--- config.mk ---
export PLATFORM = sky130hd
export DESIGN_NAME = pli_div
export DESIGN_NICKNAME = d
export VERILOG_FILES = /design/src/rtl/core/pli_pkg.sv /design/src/rtl/core/pli_div.sv
export SDC_FILE = /design/constraint.sdc
export NUM_CORES = 1
export LEC_CHECK = 0
export BUFFER_PORTS_ARGS = -buffer_cell sky130_fd_sc_hd__buf_2
export CELL_PAD_IN_SITES_DETAIL_PLACEMENT = 1
export CELL_PAD_IN_SITES_GLOBAL_PLACEMENT = 2
export CORE_AREA = 2 2 120 210
export DETAILED_ROUTE_END_ITERATION = 7
export DIE_AREA = 0 0 122 212
export PLACE_DENSITY = 0.88
export SYNTH_ARGS = -nofsm -noshare
export SYNTH_HDL_FRONTEND = slang
export SYNTH_SLANG_ARGS = --single-unit
--- constraint.sdc ---
create_clock -name i_clk -period 2.9 [get_ports i_clk]
set_clock_uncertainty 0.1 [all_clocks]
set_input_delay 0 -clock i_clk [delete_from_list [all_inputs] [get_ports i_clk]]
set_output_delay 0 -clock i_clk [all_outputs]
set_load 0.005 [all_outputs]
--- src/rtl/core/pli_pkg.sv ---
package pli_pkg;

    localparam int DATA_W      = 32;
    localparam int IDX_W       = 10;
    localparam int CFG_W       = 11;
    localparam int REGION_W    = 2;
    localparam int TABLE_DEPTH = 1024;
    localparam int ADDR_W      = $clog2(TABLE_DEPTH);
    localparam int CNT_W       = $clog2(TABLE_DEPTH + 1);
    localparam int PROD_W      = 2 * DATA_W;
    localparam int MAG_W       = DATA_W + 2;

    localparam logic OP_LOAD  = 1'b0;
    localparam logic OP_QUERY = 1'b1;

    localparam logic [REGION_W-1:0] REGION_INTERP = 2'd0;
    localparam logic [REGION_W-1:0] REGION_BELOW  = 2'd1;
    localparam logic [REGION_W-1:0] REGION_ABOVE  = 2'd2;

endpackage

--- src/rtl/core/pli_div.sv ---
module pli_div (
    input  logic                        i_clk,
    input  logic                        i_rst_n,
    input  logic                        i_start,
    input  logic [pli_pkg::PROD_W-1:0]  i_dvd,
    input  logic [pli_pkg::DATA_W-1:0]  i_dsr,
    output logic                        o_done,
    output logic [pli_pkg::MAG_W-1:0]   o_mag
);

    localparam int CW = $clog2(pli_pkg::PROD_W);

    logic [pli_pkg::PROD_W-1:0] r_dvd;
    logic [pli_pkg::DATA_W-1:0] r_dsr;
    logic [pli_pkg::DATA_W-1:0] r_rem;
    logic [CW-1:0]              r_cnt;
    logic                       r_busy;
    logic                       r_done;
    logic [pli_pkg::DATA_W:0]   trial;
    logic [pli_pkg::DATA_W:0]   diff;
    logic                       ge;

    assign trial = {r_rem, r_dvd[pli_pkg::PROD_W-1]};
    assign diff  = trial - {1'b0, r_dsr};
    assign ge    = trial >= {1'b0, r_dsr};

    always_ff @(posedge i_clk) begin
        if (!i_rst_n) begin
            r_busy <= 1'b0;
            r_done <= 1'b0;
            r_cnt  <= '0;
        end else begin
            r_done <= 1'b0;
            if (i_start) begin
                r_busy <= 1'b1;
                r_cnt  <= '0;
            end else if (r_busy) begin
                r_cnt <= r_cnt + 1'b1;
                if (r_cnt == CW'(pli_pkg::PROD_W - 1)) begin
                    r_busy <= 1'b0;
                    r_done <= 1'b1;
                end
            end
        end
    end

    always_ff @(posedge i_clk) begin
        if (i_start) begin
            r_dvd <= i_dvd;
            r_dsr <= i_dsr;
            r_rem <= '0;
        end else if (r_busy) begin
            r_rem <= ge ? diff[pli_pkg::DATA_W-1:0] : trial[pli_pkg::DATA_W-1:0];
            r_dvd <= {r_dvd[pli_pkg::PROD_W-2:0], ge};
        end
    end

    // The quotient saturates when it does not fit the magnitude width.
    assign o_mag  = (|r_dvd[pli_pkg::PROD_W-1:pli_pkg::MAG_W]) ? '1
                                                               : r_dvd[pli_pkg::MAG_W-1:0];
    assign o_done = r_done;

endmodule

==> key figures, run 1 <==
Clocking
  • Root Driver: clkbuf_16
  • Clock sinks: 136
  • CTS tree: yes
  • Clock Pin Slew Worst Setup and Hold Paths: 0.06 ns
  • Worst-skew pair later-pin latency: 0.44 ns
  • CTS H-tree depth: 4
  • TritonCTS buffer count: 17
  • Clock Path Buffers: 2

Power and ir drop
  • Comb power frac: 0.221
  • Total power: 5840 uW
  • Cell Int Power: 4190 uW
  • Sw frac: 0.283
  • Maximum vdd drop: 0.392 mV
  • P_sw: 1650 uW
  • Power per cell area: 502 mW/mm^2
  • Seq pwr share: 0.405
  • Pleak: 0.00465 uW
  • Clock Power Share: 0.374

Logic synthesis
  • Synth Register Bits: 136
  • Synthesized area per cell: 10.4 sq um
  • Area leader, netlist: edfxtp_1
  • Syn Nets: 889
  • Ys async rst share: 0
  • Yosys warns: 0
  • Sequential share of the synthesized area: 0.466
  • Top_reg_cell synth: edfxtp_1
  • Post-Synthesis Cells: 756
  • Yosys cell types: 73
  • Area contributors post-synth: edfxtp_1, dfxtp_1, mux2_2
  • Syn Std Cell Area: 0.00790 sq mm
  • Area share of the leading cell type in the synthesized netlist: 0.365
  • Post-synth EDFFs: 96

Drt
  • Final Routed Wirelength: 29100 microns
  • Vias after detailed routing: 7441
  • DR iter-0 viols: 250
  • DR DRC count: 0
  • WL per Instance: 20.8 microns
  • First drt pass iteration count: 5
  • Vias per Instance: 5.32
  • Routed Antenna Nets: 0

Setup path
  • CP peak stage delay: 0.53 ns
  • Arrival @ worst endpoint: 3.23 ns
  • Critical Path End Type: flip-flop
  • CP startpoint kind: flip-flop
  • Worst path slowest cell: nor3_1
  • Crit path kind: flip-flop to flip-flop
  • CP required: 3.13 ns
  • Crit path buffers/inverters: 4
  • Critical path's most frequent cell: buf_6
  • Delay-heaviest family, CP: simple AND/OR/NAND/NOR gates
  • Worst path cell trace: inv_2, ha_4, buf_6, buf_4, and4_1, nand2_1, nor3_1, o311ai_4, buf_6, o2111ai_4, a21oi_2, xnor2_1, a31o_1
  • CP max FO: 9

Floorplanning
  • Die area: 0.0259 sq mm
  • Initial Util: 0.326
  • # rows: 76
  • Number of I/O pins: 134
  • Core Area: 0.0242 sq mm
  • Die Ht: 212 microns
  • Chip width: 122 microns

Place
  • Placed cell count: 1253
  • GPL Wtd Cong: 0.865
  • Post-DP HPWL: 18700 microns
  • Port buffer count: 133

STA
  • Max Transition Viols Final: 0
  • Final period util: 1.04
  • Final-report setup violation count: 2
  • Unrepaired setup endpoints after global routing: true
  • Tmin final: 3.00 ns
  • Final worst slack: -0.104 ns
  • Final Hold Fails: 0
  • Worst slew pin tran: 0.706 ns
  • Max-slew headroom: 0.528
  • Peak Freq: 333 MHz

Finish
  • Area added between synthesis and finish: 47.3%
  • Diodes inserted: 0
  • Multi-input gate area: 0.00421 sq mm
  • Share of cells above drive strength 1: 0.384
  • Finished Layout Cells: 1399
  • Storage cell area: 0.00368 sq mm
  • # nets final: 1207
  • Fill cells: 2680

Status
  • Status: finished, violations left
  • Failing checks: negative setup slack

GRT
  • First-pass GRT wire length: 44000 microns
  • Congestion Overflow GR: 0
  • Pin count of the biggest net entering global routing: 36
  • Gr usage total: 0.223
  • Initial antenna violation count: 0
  • Vias in the first global route: 8355

Run
  • Max-cap violations: 0

Worst hold path
  • Hold WC Path Type: primary input to flip-flop
-- sequential cells by signal, indices dropped and copies added (netlist names) --
register,count
r_dsr,32
r_rem,32
r_cnt,6
r_dvd,64
o_done,1
r_busy,1
-- stage by stage --
stage / setup slack [ns] / util / hold slack, ns / TNS (ns) / area (sq um)
final: -0.104 / 0.480 / 0.172 / -0.190 / 11600
after global routing: -0.139 / 0.480 / 0.168 / -1.67 / 11600
after CTS: -0.0128 / 0.459 / 0.140 / -0.0322 / 11100
after detailed placement: -0.160 / 0.393 / 0.0784 / -0.579 / 9530
after global placement: -0.134 / 0.393 / 0.0783 / -0.184 / 9530
after floorplan: 0.192 / - / -0.00113 / 0 / 7900
-- power groups by stage --
stage	clock, uW	combinational (uW)	sequential, uW
after global placement	0	1030	2380
after CTS	2240	1170	2350
final	2180	1290	2370
after floorplan	0	625	2360
after global routing	2300	1400	2390
after detailed placement	0	1060	2390
-- cell type report --
class / instances / share of cell area
clock buffers: 18 / 0.0369
well taps: 312 / 0.0336
inverters: 45 / 0.0145
flip-flops and latches: 136 / 0.317
multi-input cells: 527 / 0.362
repair buffers: 347 / 0.224
clock inverters: 14 / 0.0128
-- synth_stat cells (3+ instances only) --
cell type	number
and2_1	3
buf_2	13
mux2i_1	3
o211ai_1	11
o221ai_1	5
a21o_1	16
nand2_1	48
xnor2_1	20
o21a_1	5
nor4_1	12
a32o_1	3
o41ai_1	3
inv_1	45
a21oi_1	32
o31ai_1	3
dfxtp_1	40
xor2_1	10
nor3_1	9
nand3_1	20
o21ai_0	32
clkbuf_2	3
nand2b_1	3
clkbuf_1	29
a31oi_1	5
nand4_1	17
ha_1	33
a311oi_1	13
o311a_1	5
nor2_1	57
edfxtp_1	96
or3_1	42
o21ai_1	3
a211oi_1	4
mux2_2	64
-- worst paths after layout --
check / startpoint / endpoint / slack, ns / cells after the start
worst min register to register: r_rem[31] / r_rem[31] / 0.39 / 2
worst max-delay path: r_dsr[20] / r_rem[26] / -0.10 / 13
worst max register to register: r_dsr[20] / r_rem[26] / -0.10 / 13
worst min-delay path: i_dsr[21] / r_dsr[21] / 0.17 / 2
-- layout by cell type (no fill, tap or decap), types with 5 or more instances in the layout --
cell / n
a21o_1: 16
ha_1: 19
inv_1: 39
xor2_1: 10
o211ai_1: 11
a311oi_1: 12
o311a_1: 5
o21ai_1: 8
nand3_1: 17
nand2_1: 48
a31oi_1: 5
clkbuf_16: 17
edfxtp_1: 96
nand4_1: 17
dlygate4sd3_1: 98
ha_4: 11
a21oi_2: 10
o21ai_0: 26
buf_4: 105
mux2_2: 64
dfxtp_1: 40
a21oi_1: 22
buf_6: 8
buf_2: 132
nor3_1: 7
nor2_1: 57
nor4_1: 10
inv_2: 6
or3_1: 41
xnor2_1: 20
o21a_1: 5
-- logic make-up (layout without fill, tap and decap cells) --
group,count (synthesis),in the layout,share of synthesized area
AOI/OAI and AO/OA,166,169,0.150
buffers and inverters,96,424,0.0534
muxes,67,67,0.0951
DFF,136,136,0.466
xor gates and xnor gates,30,30,0.0333
and+or+nand+nor,227,227,0.147
adders and majority gates,34,34,0.0548
-- layer usage --
metal / global-route usage / wire (microns)
met5: 0 / 0
met4: 0.122 / 1670
met3: 0.0448 / 1170
met2: 0.437 / 16300
met1: 0.211 / 9890
-- what timing repair did --
item	CTS	global route
resized for setup	8	77
setup endpoints to repair	20	33
hold buffers	98	0
hold endpoints to repair	111	0
cloned	1	2
pin swaps	2	42
setup buffers	0	13
Note: power is estimated with default switching activity, not from simulation.
==> inputs of run 2 (changes only) <==
--- a/config.mk
+++ b/config.mk
@@ -5,12 +5,13 @@
 export SDC_FILE = /design/constraint.sdc
 export NUM_CORES = 1
 export LEC_CHECK = 0
+export ABC_AREA = 1
 export BUFFER_PORTS_ARGS = -buffer_cell sky130_fd_sc_hd__buf_2
 export CELL_PAD_IN_SITES_DETAIL_PLACEMENT = 1
 export CELL_PAD_IN_SITES_GLOBAL_PLACEMENT = 2
-export CORE_AREA = 2 2 120 210
+export CORE_AREA = 2 2 133 232
 export DETAILED_ROUTE_END_ITERATION = 7
-export DIE_AREA = 0 0 122 212
+export DIE_AREA = 0 0 135 234
 export PLACE_DENSITY = 0.88
 export SYNTH_ARGS = -nofsm -noshare
 export SYNTH_HDL_FRONTEND = slang
==> run 2 against run 1 <==
Against the previous run:
- the run now ends clean
- clock-buffer cell count increased by 1
- sequential power decreased by 3%
- worst setup slack improved by 0.32 ns
- area after synthesis increased by 8.0%
- cell area decreased by 3.0%
- critical endpoint is now r_rem[30]
- highest routed layer unchanged
==> key figures, run 2 <==
Status
  • Status: completed (was finished, violations left)

Clocking
  • Worst-skew pair later-pin latency: 0.45 ns (was 0.44 ns)
  • Post-CTS resize count: 0 (was 8)
  • CTS H-tree depth: 4 (unchanged)
  • Clock Path Buffers: 2 (unchanged)
  • Setup bufs post-CTS: 0 (unchanged)
  • Root Driver: clkbuf_16 (unchanged)
  • CTS tree: yes (unchanged)
  • Clock Pin Slew Worst Setup and Hold Paths: 0.06 ns (about the same)
  • TritonCTS buffer count: 17 (unchanged)
  • Number of hold buffers added after CTS: 98 (unchanged)
  • Clock sinks: 136 (unchanged)

Finish
  • Fill cells: 3803 (was 2680)
  • Share of cells above drive strength 1: 0.155 (was 0.384)
  • Largest Register: r_dvd (unchanged)
  • Max reg flops: 64 (unchanged)
  • Regs by FF count: r_dvd: 64 flops, r_dsr: 32 flops, r_rem: 32 flops (unchanged)
  • Commonest non-fill, non-tap cell in the layout: nand2_1 (was buf_2)
  • # nets final: 1548 (was 1207)
  • Commonest cells after routing, fill and taps aside: nand2_1, inv_1, buf_2 (was buf_2, buf_4, dlygate4sd3_1)
  • Finished Layout Cells: 1815 (was 1399)
  • Diodes inserted: 0 (unchanged)
  • Design area: 0.0113 sq mm (was 0.0116 sq mm)
  • Area added between synthesis and finish: 32.3% (was 47.3%)

Setup path
  • CP required: 3.14 ns (was 3.13 ns)
  • Worst path depth: 15 (was 13)
  • Worst path cell trace: inv_1, ha_1, fa_1, inv_1, nand3_1, nand3_1, nand2_1, nand2_1, nand2_1, nand2_1, nand2_1, nand3_1, nand3_2, nand2_1, nand2_1 (was inv_2, ha_4, buf_6, buf_4, and4_1, nand2_1, nor3_1, o311ai_4, buf_6, o2111ai_4, a21oi_2, xnor2_1, a31o_1)
  • Crit path buffers/inverters: 2 (was 4)
  • Delay-heaviest family, CP: simple AND/OR/NAND/NOR gates (unchanged)
  • Worst R2R Path Depth: 15 (was 13)
  • Arrival @ worst endpoint: 2.93 ns (was 3.23 ns)
  • Crit path kind: flip-flop to flip-flop (unchanged)
  • CP peak stage delay: 0.41 ns (was 0.53 ns)
  • Critical path's most frequent cell: nand2_1 (was buf_6)
  • Critical Path End Type: flip-flop (unchanged)
  • CP startpoint kind: flip-flop (unchanged)
  • CP max FO: 5 (was 9)
  • Worst path slowest cell: fa_1 (was nor3_1)

STA
  • Unrepaired setup endpoints after global routing: false (was true)
  • Max Transition Viols Final: 0 (unchanged)
  • Peak Freq: 372 MHz (was 333 MHz)
  • Setup_tns: 0 ns (was -0.190 ns)
  • Worst slew pin tran: 0.946 ns (was 0.706 ns)
  • Tmin final: 2.69 ns (was 3.00 ns)
  • Final period util: 0.926 (was 1.04)
  • Final worst slack: 0.214 ns (was -0.104 ns)
  • Final Hold Fails: 0 (unchanged)
  • Final-report setup violation count: 0 (was 2)
  • Max-slew headroom: 0.369 (was 0.528)

Logic synthesis
  • Area leader, netlist: edfxtp_1 (unchanged)
  • Post-synth EDFFs: 96 (unchanged)
  • Syn Std Cell Area: 0.00853 sq mm (was 0.00790 sq mm)
  • Synth Register Bits: 136 (unchanged)
  • Ys async rst share: 0 (unchanged)
  • Yosys warns: 0 (unchanged)
  • Most frequent cell after synthesis: nand2_1 (was edfxtp_1)
  • Post-Synthesis Cells: 1183 (was 756)
  • Area contributors post-synth: edfxtp_1, nand2_1, inv_1 (was edfxtp_1, dfxtp_1, mux2_2)
  • Area share of the leading cell type in the synthesized netlist: 0.338 (was 0.365)
  • Synthesized area per cell: 7.21 sq um (was 10.4 sq um)
  • Yosys cell types: 36 (was 73)
  • Syn Nets: 1316 (was 889)
  • Sequential share of the synthesized area: 0.432 (was 0.466)
  • Top_reg_cell synth: edfxtp_1 (unchanged)
  • Top post-synthesis cells by count: nand2_1, inv_1, edfxtp_1 (was edfxtp_1, mux2_2, nor2_1)

GRT
  • Initial antenna violation count: 0 (unchanged)
  • Congestion Overflow GR: 0 (unchanged)
  • Gr usage total: 0.191 (was 0.223)
  • Vias in the first global route: 9039 (was 8355)
  • First-pass GRT wire length: 46000 microns (was 44000 microns)
  • Pin count of the biggest net entering global routing: 77 (was 36)

Drt
  • Final Routed Wirelength: 29000 microns (was 29100 microns)
  • Vias after detailed routing: 8206 (was 7441)
  • DR DRC count: 0 (unchanged)
  • Routed Antenna Nets: 0 (unchanged)
  • Vias per Instance: 4.52 (was 5.32)
  • WL per Instance: 16.0 microns (was 20.8 microns)
  • First drt pass iteration count: 4 (was 5)
  • DR iter-0 viols: 253 (was 250)

Floorplanning
  • Number of I/O pins: 134 (unchanged)
  • Core Area: 0.0298 sq mm (was 0.0242 sq mm)
  • Initial Util: 0.286 (was 0.326)
  • Die area: 0.0316 sq mm (was 0.0259 sq mm)
  • Chip width: 135 microns (was 122 microns)
  • # rows: 84 (was 76)
  • Die Ht: 234 microns (was 212 microns)

Place
  • Port buffer count: 133 (unchanged)
  • Dpl cell area: 0.00966 sq mm (was 0.00953 sq mm)
  • GPL Wtd Cong: 0.988 (was 0.865)
  • Post-DP HPWL: 21300 microns (was 18700 microns)
  • Setup Slack @ Placement: 0.185 ns (was -0.160 ns)
  • Placed cell count: 1685 (was 1253)

Power and ir drop
  • Pleak: 0.00559 uW (was 0.00465 uW)
  • Maximum vdd drop: 0.433 mV (was 0.392 mV)
  • Power per cell area: 474 mW/mm^2 (was 502 mW/mm^2)

Worst hold path
  • Hold WC Path Type: primary input to flip-flop (unchanged)
  • Worst Hold Depth: 2 (unchanged)

Run
  • Max-cap violations: 0 (unchanged)
## run 2: path summary, 6_finish.rpt
check                                from        end  slack [ns]
worst max register to register  r_dvd[63]  r_rem[30]        0.21
worst max-delay path            r_dvd[63]  r_rem[30]        0.21
worst min-delay path             i_dsr[3]   r_dsr[3]        0.16
worst min register to register  r_rem[15]  r_rem[15]        0.38
## run 2: worst reg2reg max path: stages (launching register included)
cell      delay (ns)
edfxtp_1        0.36
inv_1           0.11
ha_1            0.25
fa_1            0.41
inv_1           0.11
nand3_1         0.08
nand3_1         0.20
nand2_1         0.08
nand2_1         0.17
nand2_1         0.08
nand2_1         0.19
nand2_1         0.14
nand3_1         0.12
nand3_2         0.07
nand2_1         0.07
nand2_1         0.04
## run 2: area by class of cell
class / instances / area (sq um) / share of cell area
repair buffers: 246 / 1800 / 0.160
well taps: 387 / 484 / 0.0429
flip-flops and latches: 136 / 3680 / 0.327
clock inverters: 13 / 203 / 0.0180
multi-input cells: 790 / 3840 / 0.340
inverters: 224 / 841 / 0.0745
clock buffers: 19 / 433 / 0.0384
## run 2: layer usage
layer  up-vias  GRT usage  routed length (microns)
li1       4145          -                        -
met1      3836      0.169                     9940
met2       161      0.389                    16700
met3        64     0.0396                      874
met4         0      0.105                     1470
met5         -          0                        0
## run 2: cell families (layout without fill, tap and decap cells)
group | count (synthesis) | after routing | share of synthesized area
XOR/XNOR | 14 | 14 | 0.0144
AO/OA/AOI/OAI | 84 | 84 | 0.0518
adder cells (fa/ha/maj) | 34 | 34 | 0.0508
buffers and inverters | 257 | 502 | 0.119
flip-flops | 136 | 136 | 0.432
AND/OR/NAND/NOR | 658 | 658 | 0.332
## run 2: stage by stage
step,hold WS [ns],total power [uW],util
after floorplan,-0.00113,2640,-
after global placement,0.0765,2850,0.324
after detailed placement,0.0784,2870,0.324
after CTS,0.136,5420,0.378
after global routing,0.151,5580,0.378
final,0.161,5350,0.378
## run 2: report_power, final
group / switching [uW] / internal, uW / leakage (uW)
sequential: 52.8 / 2240 / 0.00129
clock: 897 / 1520 / 0.000309
combinational: 368 / 266 / 0.00399
