==> config.mk <==
export PLATFORM = sky130hd
export DESIGN_NAME = pli_mul
export DESIGN_NICKNAME = d
export VERILOG_FILES = /design/src/rtl/core/pli_pkg.sv /design/src/rtl/core/pli_mul.sv
export SDC_FILE = /design/constraint.sdc
export NUM_CORES = 1
export LEC_CHECK = 0
export ABC_AREA = 1
export BUFFER_PORTS_ARGS = -buffer_cell sky130_fd_sc_hd__buf_2
export CORE_UTILIZATION = 56
export DETAILED_ROUTE_END_ITERATION = 7
export MAX_ROUTING_LAYER = met4
export PLACE_DENSITY = 0.78
export SKIP_LAST_GASP = 1
export SLEW_MARGIN = 20
export SYNTH_ARGS = -nofsm -noshare
export SYNTH_HDL_FRONTEND = slang
export SYNTH_SLANG_ARGS = --single-unit
export TNS_END_PERCENT = 5
==> constraint.sdc <==
create_clock -name i_clk -period 2.5 [get_ports i_clk]
set_input_delay 0.375 -clock i_clk [delete_from_list [all_inputs] [get_ports i_clk]]
set_output_delay 0.375 -clock i_clk [all_outputs]
set_load 0.02 [all_outputs]
==> src/rtl/core/pli_pkg.sv <==
package pli_pkg;

    localparam int DATA_W      = 32;
    localparam int IDX_W       = 10;
    localparam int CFG_W       = 11;
    localparam int REGION_W    = 2;
    localparam int TABLE_DEPTH = 1024;
    localparam int ADDR_W      = $clog2(TABLE_DEPTH);
    localparam int CNT_W       = $clog2(TABLE_DEPTH + 1);
    localparam int PROD_W      = 2 * DATA_W;
    localparam int MAG_W       = DATA_W + 2;

    localparam logic OP_LOAD  = 1'b0;
    localparam logic OP_QUERY = 1'b1;

    localparam logic [REGION_W-1:0] REGION_INTERP = 2'd0;
    localparam logic [REGION_W-1:0] REGION_BELOW  = 2'd1;
    localparam logic [REGION_W-1:0] REGION_ABOVE  = 2'd2;

endpackage

==> src/rtl/core/pli_mul.sv <==
module pli_mul (
    input  logic                         i_clk,
    input  logic                         i_rst_n,
    input  logic                         i_start,
    input  logic [pli_pkg::DATA_W-1:0]   i_a,
    input  logic [pli_pkg::DATA_W-1:0]   i_b,
    output logic                         o_done,
    output logic [pli_pkg::PROD_W-1:0]   o_prod
);

    localparam int CW = $clog2(pli_pkg::DATA_W);

    logic [pli_pkg::DATA_W-1:0] r_a;
    logic [pli_pkg::DATA_W-1:0] r_hi;
    logic [pli_pkg::DATA_W-1:0] r_lo;
    logic [CW-1:0]              r_cnt;
    logic                       r_busy;
    logic                       r_done;
    logic [pli_pkg::DATA_W:0]   sum;

    assign sum = {1'b0, r_hi} + (r_lo[0] ? {1'b0, r_a} : '0);

    always_ff @(posedge i_clk) begin
        if (!i_rst_n) begin
            r_busy <= 1'b0;
            r_done <= 1'b0;
            r_cnt  <= '0;
        end else begin
            r_done <= 1'b0;
            if (i_start) begin
                r_busy <= 1'b1;
                r_cnt  <= '0;
            end else if (r_busy) begin
                r_cnt <= r_cnt + 1'b1;
                if (r_cnt == CW'(pli_pkg::DATA_W - 1)) begin
                    r_busy <= 1'b0;
                    r_done <= 1'b1;
                end
            end
        end
    end

    always_ff @(posedge i_clk) begin
        if (i_start) begin
            r_a  <= i_a;
            r_hi <= '0;
            r_lo <= i_b;
        end else if (r_busy) begin
            r_hi <= sum[pli_pkg::DATA_W:1];
            r_lo <= {sum[0], r_lo[pli_pkg::DATA_W-1:1]};
        end
    end

    assign o_done = r_done;
    assign o_prod = {r_hi, r_lo};

endmodule

==> results of run 1 <==
[routing by layer]
metal	share of wire, %	global-route usage [%]	vias up
met1	45	38.54	2555
met3	8.6	6.028	35
li1	-	-	3056
met2	44	44.76	232
met4	2.8	11.20	0
met5	0	-	-
[cell type report]
cell class / count / area, um^2
Inverter: 162 / 608.1
Tap cell: 140 / 175.2
Clock inverter: 5 / 42.54
Clock buffer: 11 / 232.7
Sequential cell: 103 / 2703
Fill cell: 1004 / 3466
Timing Repair Buffer: 140 / 723.2
Multi-Input combinational cell: 623 / 2985
[state kept, by name (all words and copies together) (netlist names)]
register,count
r_a,32
o_done,1
r_cnt,5
r_busy,1
r_lo,32
r_hi,32
[layout by cell type, fill, tap and decap left out, types with 2 or more instances in the layout]
cell          n
a21oi_1      32
a32o_1        4
buf_2       131
buf_4         9
clkbuf_1      2
clkbuf_16     9
clkinvlp_4    3
dfxtp_1      39
edfxtp_1     64
ha_1         34
inv_1       161
nand2_1     365
nand2_2      12
nand3_1      40
nand3_2       6
nand4_1       3
nor2_1       74
nor2_2        5
nor3_1        4
o21ai_0      14
o21ai_1       7
o21bai_1      2
or2_2         4
xnor2_1       9
[critical path: stages (launching register included)]
cell      delay (ns)
edfxtp_1        0.42
buf_4           0.25
nand2_1         0.09
inv_1           0.04
ha_1            0.38
nand2_1         0.13
nor2_1          0.23
nand2_1         0.14
nor2_1          0.12
nand2_1         0.11
nand3_1         0.09
nand3_1         0.07
nand2_1         0.07
inv_1           0.04
[cell families (layout without fill, tap and decap cells)]
family	count (synthesis)	in the layout	share of synthesized area (%)
adder cells (fa/ha/maj)	35	35	7.000
buffers and inverters	179	318	10.66
XOR/XNOR	10	10	1.376
flip-flops	103	103	42.47
AND/OR/NAND/NOR	516	516	33.09
AO/OA/AOI/OAI	62	62	5.407
[through the flow]
| stage | std cells | utilization [%] | total power, mW | cell area, um^2 |
|---|---|---|---|---|
| after floorplan | 905 | - | 2.743 | 6364 |
| after global placement | 1168 | 65.77 | 3.056 | 7192 |
| after detailed placement | 1168 | 65.77 | 3.067 | 7192 |
| after CTS | 1184 | 68.28 | 4.400 | 7467 |
| after global routing | 1184 | 68.31 | 4.623 | 7470 |
| final | 1184 | 68.31 | 4.389 | 7470 |
[path summary, 6_finish.rpt]
kind | startpoint | end | slack, ns | cells past startpoint
worst max-delay path | r_lo[0] | r_hi[28] | 0.22 | 13
worst min-delay path | i_a[24] | r_a[24] | 0.19 | 1
worst max register to register | r_lo[0] | r_hi[28] | 0.22 | 13
worst min register to register | r_cnt[3] | r_cnt[3] | 0.46 | 2
[report_power, final]
group          internal (mW)  switching, mW  total [mW]
logic                  0.346          0.640       0.986
clock network          0.688          0.660        1.35
registers               1.97         0.0881        2.05
total                   3.00           1.39        4.39
[what timing repair did]
item / CTS / global route
hold buffers: 0 / 0
gates resized for setup: 0 / 1
endpoints found under the setup margin: 0 / 1
==> metrics.md, run 1 <==
| Metric | Value |
|---|---|
| Routed Antenna Nets | 0 |
| Primary FF master, synth | edfxtp_1 |
| Final setup viols | 0 |
| Synth Instances | between 900 and 1k |
| Global-route wire length before repair | 25.85 mm |
| DP Worst Slack | about 0.22 ns |
| Layout cell share with drive strength beyond 1 | between 10% and 20% |
| Yosys reg bits | 103 |
| Htree depth | 3 |
| Worst Clk Skew | around 0.010 ns |
| Async SR Flop Fraction | 0% |
| Setup bufs post-CTS | 0 |
| Routed wire length | 15.50 mm |
| Startpoint class of the critical path | flip-flop |
| Die span in x | 108.6 um |
| Crit path max fanout | 19 |
| Minimum clock period | about 2.3 ns |
| Slew Limit Fails | 0 |
| RSZ-0062 raised after global routing | no |
| Ys Warns | 0 |
| Vias in the first global route | 5667 |
| Largest net degree at the start of global routing | 46 |
| Final GP Congestion | a little over 0.9 |
| Synth top area share | 30.20% |
| # diodes | 0 |
| Gr usage total | 29.43% |
| Clk Latency, worst-skew pair | between 0.3 and 0.4 ns |
| Clock sinks | 103 |
| Slew HR | 65.78% |
| Synth cell types | 31 |
| Critical Path RT | approximately 2.8 ns |
| DR WL/cell | roughly 13 um |
| Biggest area consumer among synthesized cells | edfxtp_1 |
| Clock tree buffer depth | 2 |
| Worst setup margin | 0.2191 ns |
| Top cells by area, synth | edfxtp_1 30%, nand2_1 22%, dfxtp_1 12% |
| Core box area | around 0.011 mm^2 |
| Fmax achieved | between 400 and 500 MHz |
| Drt pass-1 iters | 5 |
| Min-Delay Path Class | in2reg |
| Tcrit/Tclk final | ~91% |
| Sum Neg Setup Slack | 0 ns |
| Port Buffer Count | 131 |
| DRT iter0 DRCs | between 400 and 500 |
| Worst-margin pin slew | 0.5133 ns |
| TritonCTS clock tree | built |
| Worst vdd ir | ~0.00062 V |
| Post-synth design cell area | 0.006364 mm^2 |
| DP Wirelength | 11.90 mm |
| Max Cap Viol | 0 |
| Syn_area_per_cell | ~7.0 um^2 |
| Status | completed |
| Inserted Clock Buffers | 9 |
| DR DRC count | 0 |
| Overflow after GRT | 0 |
| Area grow syn2layout | 17.38% |
| Worst Hold Slack | 0.1877 ns |
| DIE HEIGHT | 108.6 um |
| Final Hold Vio Count | 0 |
| Pwr dens | slightly below 600 mW/mm^2 |
| Critical path class | reg2reg |
| Top cells by count, synth | 365 x nand2_1, 161 x inv_1, 74 x nor2_1 |
| Die ar. | roughly 0.012 mm^2 |
| Nets@finish | approximately 1.1k |
| # IOs | 132 |
| Post-DR vias/cell | 4.965 |
| Leakage | 4.276 nW |
| Row cnt | 38 |
| Seq/Total Area, Yosys | 42.47% |
| Crit path DAT | 2.54 ns |
| Critical path capture point type | flip-flop |
| Most frequent cell after synthesis | nand2_1 |
| Post-synth EDFFs | 64 |
| Initial Util | 58.19% |
| Clock-pin transition on the worst setup and hold timing paths | about 0.070 ns |
| Initial antenna violation count | 0 |
| Post-Syn Nets | 1007 |
| Root Buffer | clkbuf_16 |
| Routed via count | between 5k and 6k |
(Power assumes the default switching activity.)
==> run 2, diff against run 1 <==
--- a/config.mk
+++ b/config.mk
@@ -9,6 +9,7 @@
 export BUFFER_PORTS_ARGS = -buffer_cell sky130_fd_sc_hd__buf_2
 export CORE_UTILIZATION = 56
 export DETAILED_ROUTE_END_ITERATION = 7
+export GPL_TIMING_DRIVEN = 0
 export MAX_ROUTING_LAYER = met4
 export PLACE_DENSITY = 0.78
 export SKIP_LAST_GASP = 1
==> run 2 against run 1 <==
Setup slack got worse by 0.12 ns. Clock skew fell by 0.0016 ns. Non-clock buffer count increased by 10.
==> metrics.md, run 2 (synthesized netlist as in run 1, its figures left out) <==
| Metric | Value |
|---|---|
| DIE HEIGHT | 108.6 um |
| Worst Path Buf+Inv | 2 |
| Slew Limit Fails | 0 |
| Critical Path RT | approximately 2.8 ns |
| Post-DR vias/cell | 4.966 |
| Startpoint class of the critical path | flip-flop |
| Max stage delay on crit path | 0.50 ns |
| Clock-pin transition on the worst setup and hold timing paths | 0.08 ns |
| Worst vdd ir | 0.0005010 V |
| Leakage | 4.312 nW |
| DP Worst Slack | -0.2813 ns |
| Kind of cell adding the most delay to the critical path | simple AND/OR/NAND/NOR gates |
| DR WL/cell | 13.31 um |
| R2R Path Start | r_lo[0] |
| Commonest non-fill, non-tap cell in the layout | nand2_1 |
| Most frequent CP cell | nand2_1 |
| Endpoint, Worst Hold | r_a[24] |
| Minimum clock period | 2.404 ns |
| Routed Antenna Nets | 0 |
| Htree depth | 3 |
| DP Wirelength | 12.41 mm |
| Fill cell total of the finished layout | 989 |
| Min-delay src | i_a[24] |
| Crit path max fanout | 5 |
| Status | completed |
| TritonCTS clock tree | built |
| Worst-margin pin slew | between 0.8 and 0.9 ns |
| Worst setup margin | between 0.09 and 0.1 ns |
| Critical path class | reg2reg |
| Initial Util | 58.19% |
| Max Cap Viol | 0 |
| Final setup viols | 0 |
| Sum Neg Setup Slack | 0 ns |
| Clock tree buffer depth | 2 |
| Inserted Clock Buffers | 9 |
| Die ar. | between 0.01 and 0.015 mm^2 |
| Crit path DAT | 2.66 ns |
| Final Hold Vio Count | 0 |
| Pwr dens | 589.0 mW/mm^2 |
| # diodes | 0 |
| Reg2Reg Setup Slack | just under 0.1 ns |
| Hold depth | 1 |
| Worst Clk Skew | 0.008467 ns |
| Largest registers | r_a x32, r_hi x32, r_lo x32 |
| Initial antenna violation count | 0 |
| DRT iter0 DRCs | 435 |
| DR DRC count | 0 |
| Core box area | around 0.011 mm^2 |
| Multi-input logic area | about 0.0030 mm^2 |
| Post-Route Utilization | 68.75% |
| Overflow after GRT | 0 |
| Worst Reg2Reg Path Length in Cells | 14 |
| Crit-path cells | nand2_1 -> inv_1 -> ha_1 -> fa_2 -> nand3_1 -> nand3_2 -> nand2_1 -> nand3_1 -> nand2_1 -> nand3_1 -> nand2_1 -> nand3_1 -> nand2_1 -> inv_1 |
| Global-route wire length before repair | 25.88 mm |
| Routed wire length | 15.90 mm |
| Critical path capture point type | flip-flop |
| Min-Delay Path Class | in2reg |
| Clock sinks | 103 |
| Sequential Area | 0.002703 mm^2 |
| Layout cell share with drive strength beyond 1 | about 18% |
| Largest net degree at the start of global routing | 35 |
| Clk Latency, worst-skew pair | 0.36 ns |
| Die span in x | 108.6 um |
| Row cnt | 38 |
| Slowest-stage cell, CP | edfxtp_1 |
| Nets@finish | approximately 1.2k |
| Final GP Congestion | 0.9877 |
| Port Buffer Count | 131 |
| RSZ-0062 raised after global routing | yes |
| Gr usage total | between 20% and 30% |
| Slew HR | between 40 and 50% |
| Fmax achieved | 416.0 MHz |
| Drt pass-1 iters | 8 |
| Most frequent cells in the layout | 364 x nand2_1, 160 x inv_1, 137 x buf_2 |
| # IOs | 132 |
| Tcrit/Tclk final | 96.15% |
| Root Buffer | clkbuf_16 |
| Routed via count | 5930 |
| R2R Path End | r_hi[23] |
| Area grow syn2layout | 18.15% |
| Vias in the first global route | 5522 |
-- run 2: how the worst max path moves through the flow --
stage / to / cells after the start / start / slack (ns)
floorplan: r_hi[23] / 14 / r_lo[0] / 0.31
detailed placement: r_lo[10] / 5 / i_start / -0.28
CTS: r_hi[23] / 14 / r_lo[0] / -0.04
global route: r_hi[23] / 14 / r_lo[0] / -0.04
finish: r_hi[23] / 14 / r_lo[0] / 0.1
global placement: r_lo[7] / 5 / i_start / -0.62
-- run 2: repair_timing --
action	CTS	global route
setup endpoints to repair	11	52
gates resized for setup	4	9
hold buffers	0	0
buffers inserted	2	1
endpoints found under the hold margin	0	0
-- run 2: through the flow --
stage	hold WS (ns)	power (mW)	cells	cell area (um^2)
detailed placement	0.4565	3.064	1176	7194
CTS	0.1766	4.436	1194	7498
floorplan	0.4339	2.743	905	6364
finish	0.1838	4.428	1194	7518
global placement	0.4447	3.043	1176	7194
global route	0.1720	4.657	1194	7518
-- run 2: final cells by class --
| cell class | instances | share of cell area, % |
|---|---|---|
| well taps | 140 | 2.330 |
| multi-input cells | 623 | 39.94 |
| inverters | 162 | 8.088 |
| plain buffers | 16 | 0.9486 |
| flip-flops and latches | 103 | 35.95 |
| clock buffers | 10 | 3.045 |
| clock inverters | 6 | 0.6823 |
| repair buffers | 134 | 9.020 |
-- run 2: where the power goes --
part	leakage [nW]	switching, mW	internal [mW]
clock network	0.140	0.686	0.697
registers	0.962	0.0855	1.97
logic	3.21	0.644	0.349
total	4.31	1.42	3.01
-- run 2: metal layers --
layer | GRT usage (%) | up-vias | share of wire [%]
li1 | - | 3078 | -
met1 | 36.85 | 2599 | 45
met2 | 47.69 | 219 | 46
met3 | 7.294 | 34 | 7.0
met4 | 9.556 | 0 | 2.4
met5 | - | - | 0
==> run 3, diff against run 2 <==
--- a/config.mk
+++ b/config.mk
@@ -6,12 +6,13 @@
 export NUM_CORES = 1
 export LEC_CHECK = 0
 export ABC_AREA = 1
-export BUFFER_PORTS_ARGS = -buffer_cell sky130_fd_sc_hd__buf_2
-export CORE_UTILIZATION = 56
+export CORE_MARGIN = 2
+export CORE_UTILIZATION = 64
 export DETAILED_ROUTE_END_ITERATION = 7
+export DONT_BUFFER_PORTS = 1
 export GPL_TIMING_DRIVEN = 0
 export MAX_ROUTING_LAYER = met4
-export PLACE_DENSITY = 0.78
+export PLACE_DENSITY = 0.77
 export SKIP_LAST_GASP = 1
 export SLEW_MARGIN = 20
 export SYNTH_ARGS = -nofsm -noshare
==> run 3 against run 2 <==
The run now ends with setup timing left. Combinational power up 0.6%. Wire length is 17% higher. Maximum frequency down 11%. Cell count down 10%. Count of clock-buffer cells in the layout increased by 1. Flip-flop and latch count unchanged. First-iteration DRC count grew 11%. Largest cell class unchanged. Largest power group unchanged. Highest routed layer unchanged.
==> metrics.md, run 3 (synthesized netlist as in run 1, its figures left out) <==
| Metric | Value |
|---|---|
| Nets@finish | 1038 |
| Final setup viols | 29 |
| Max Cap Viol | 0 |
| DP Wirelength | 12.51 mm |
| Critical path class | reg2reg |
| DR DRC count | 0 |
| Most frequent CP cell | nand2_1 |
| Layout cell share with drive strength beyond 1 | 21.57% |
| CTS Hold Bufs | 0 |
| Switching share of total power | 34.29% |
| R2R Path End | r_hi[24] |
| Worst-margin pin slew | 0.8127 ns |
| Hold depth | 0 |
| Worst setup margin | -0.2129 ns |
| # IOs | ~130 |
| Clock sinks | 103 |
| Switching Power | 1.435 mW |
| RSZ-0062 raised after global routing | yes |
| Routed Antenna Nets | 0 |
| Min-delay src | i_a[5] |
| R2R Path Start | r_lo[0] |
| Worst Hold Slack | 0.06717 ns |
| Status | finished, violations left |
| Area grow syn2layout | 20.13% |
| Total design power | about 4.2 mW |
| Slew Limit Fails | 0 |
| Critical Path RT | 2.79 ns |
| Comb pwr share | a little under a quarter |
| Worst Reg2Reg Path Length in Cells | 16 |
| Htree depth | 3 |
| Final Hold Vio Count | 0 |
| Crit path DAT | 3.00 ns |
| Critical path capture point type | flip-flop |
| Routed met2 length | 8.970 mm |
| Fmax achieved | 368.6 MHz |
| Initial antenna violation count | 0 |
| Clock share of power | 23.2% |
| Crit path max fanout | 8 |
| DR WL/cell | 17.24 um |
| Row cnt | 36 |
| Most frequent cells in the layout | 313 x nand2_1, 147 x inv_1, 64 x nor2_1, 64 x edfxtp_1, 52 x nand2_2 |
| DIE HEIGHT | 103.7 um |
| Met3 wirelength from detailed routing | 1.484 mm |
| Core box area | 0.009729 mm^2 |
| Slew HR | 45.82% |
| Routed wire length | between 15 and 20 mm |
| DRT iter0 DRCs | 481 |
| Crit path from | r_lo[0] |
| TritonCTS clock tree | built |
| Reg2Reg Setup Slack | -0.21 ns |
| Internal Power | 2.750 mW |
| Clock tree buffer depth | 2 |
| Initial Util | 65.41% |
| Die ar. | ~0.011 mm^2 |
| Commonest non-fill, non-tap cell in the layout | nand2_1 |
| Endpoint, Worst Hold | r_a[5] |
| Worst Path Buf+Inv | 3 |
| Minimum clock period | 2.713 ns |
| Clock-pin transition on the worst setup and hold timing paths | 0.10 ns |
| Fill cell total of the finished layout | approximately 660 |
| Port Buffer Count | 0 |
| Post-DR vias/cell | between 5 and 6 |
| Routed via count | about 6k |
| Crit-path cells | clkbuf_8 -> nand2_1 -> inv_1 -> ha_4 -> nand2_2 -> nand2_1 -> nand2_2 -> nand2_1 -> nand2_2 -> nand3_4 -> nand2_4 -> nand3_1 -> nand2_1 -> nand3_1 -> nand2_1 -> inv_1 |
| Inserted Clock Buffers | 9 |
| WL met1 | 7.334 mm |
| Largest net degree at the start of global routing | 35 |
| Overflow after GRT | 0 |
| # diodes | 0 |
| Min-Delay Path Class | in2reg |
| Drt pass-1 iters | 5 |
| Gr usage total | 33.75% |
| Flop pwr share | 52.9% |
| Die span in x | a little over 100 um |
| Top sig layer | met4 |
| Kind of cell adding the most delay to the critical path | simple AND/OR/NAND/NOR gates |
| Max stage delay on crit path | 0.90 ns |
| Pwr dens | 547.4 mW/mm^2 |
| Largest registers | r_a x32, r_hi x32, r_lo x32 |
| Tcrit/Tclk final | 108.5% |
| Final GP Congestion | 0.9417 |
| Failing checks | setup timing |
| Worst vdd ir | 0.0003922 V |
| Vias in the first global route | 5671 |
| Leakage | 3.878 nW |
| Global-route wire length before repair | 27.77 mm |
| Clk Latency, worst-skew pair | 0.39 ns |
| Slowest-stage cell, CP | edfxtp_1 |
| Root Buffer | clkbuf_8 |
| Startpoint class of the critical path | flip-flop |
| Worst Clk Skew | 0.01404 ns |
run 3: what timing repair did:
action                     4_1_cts  5_1_grt
setup endpoints to repair       29       30
cloned                           2        0
pin swaps                       17       27
resized for setup              118       56
buffers inserted                14        4
run 3: worst register-to-register path: cells and delay by family (launching register included):
family / cells / cell delay (ns)
adders and majority gates: 1 / 0.23
buffers and inverters: 3 / 0.45
DFF: 1 / 0.90
and+or+nand+nor: 12 / 1.03
run 3: per-stage QoR:
step | area, um^2 | utilization, % | setup TNS [ns] | instances | worst slack, ns
after floorplan | 6364 | - | 0 | 905 | 0.3145
after global placement | 6530 | 67.12 | -2.659 | 1038 | -0.3192
after detailed placement | 6530 | 67.12 | -4.719 | 1038 | -0.3734
after CTS | 7456 | 76.63 | -0.1327 | 1070 | -0.01757
after global routing | 7645 | 78.58 | -5.278 | 1074 | -0.2550
final | 7645 | 78.58 | -3.739 | 1074 | -0.2129
run 3: layer usage:
metal  track usage (%)  vias to the layer above
met1             39.78                     2685
met2             56.48                      303
met4             11.68                        0
met3             8.622                       80
li1                  -                     2848
met5                 -                        -
run 3: worst max-delay path by stage:
stage | slack [ns] | cells after the start | endpoint
after detailed placement | -0.37 | 14 | r_hi[23]
after global routing | -0.26 | 16 | r_hi[24]
after global placement | -0.32 | 14 | r_hi[23]
after CTS | -0.02 | 16 | r_hi[24]
after floorplan | 0.31 | 14 | r_hi[23]
final | -0.21 | 16 | r_hi[24]
run 3: layout make-up:
| type | instances | area (um^2) | area share [%] |
|---|---|---|---|
| Timing Repair Buffer | 20 | 163.9 | 2.144 |
| Inverter | 162 | 608.1 | 7.954 |
| Sequential cell | 103 | 2703 | 35.35 |
| Tap cell | 133 | 166.4 | 2.177 |
| Buffer | 17 | 101.3 | 1.326 |
| Clock buffer | 11 | 131.4 | 1.718 |
| Multi-Input combinational cell | 623 | 3732 | 48.82 |
| Clock inverter | 5 | 38.79 | 0.5074 |
run 3: power groups by stage:
stage	Combinational, mW	Sequential (mW)	Clock, mW
floorplan	0.548	2.19	0
global placement	0.683	2.22	0
detailed placement	0.705	2.23	0
CTS	0.902	2.21	0.979
global route	1.08	2.23	1.04
finish	0.999	2.22	0.970
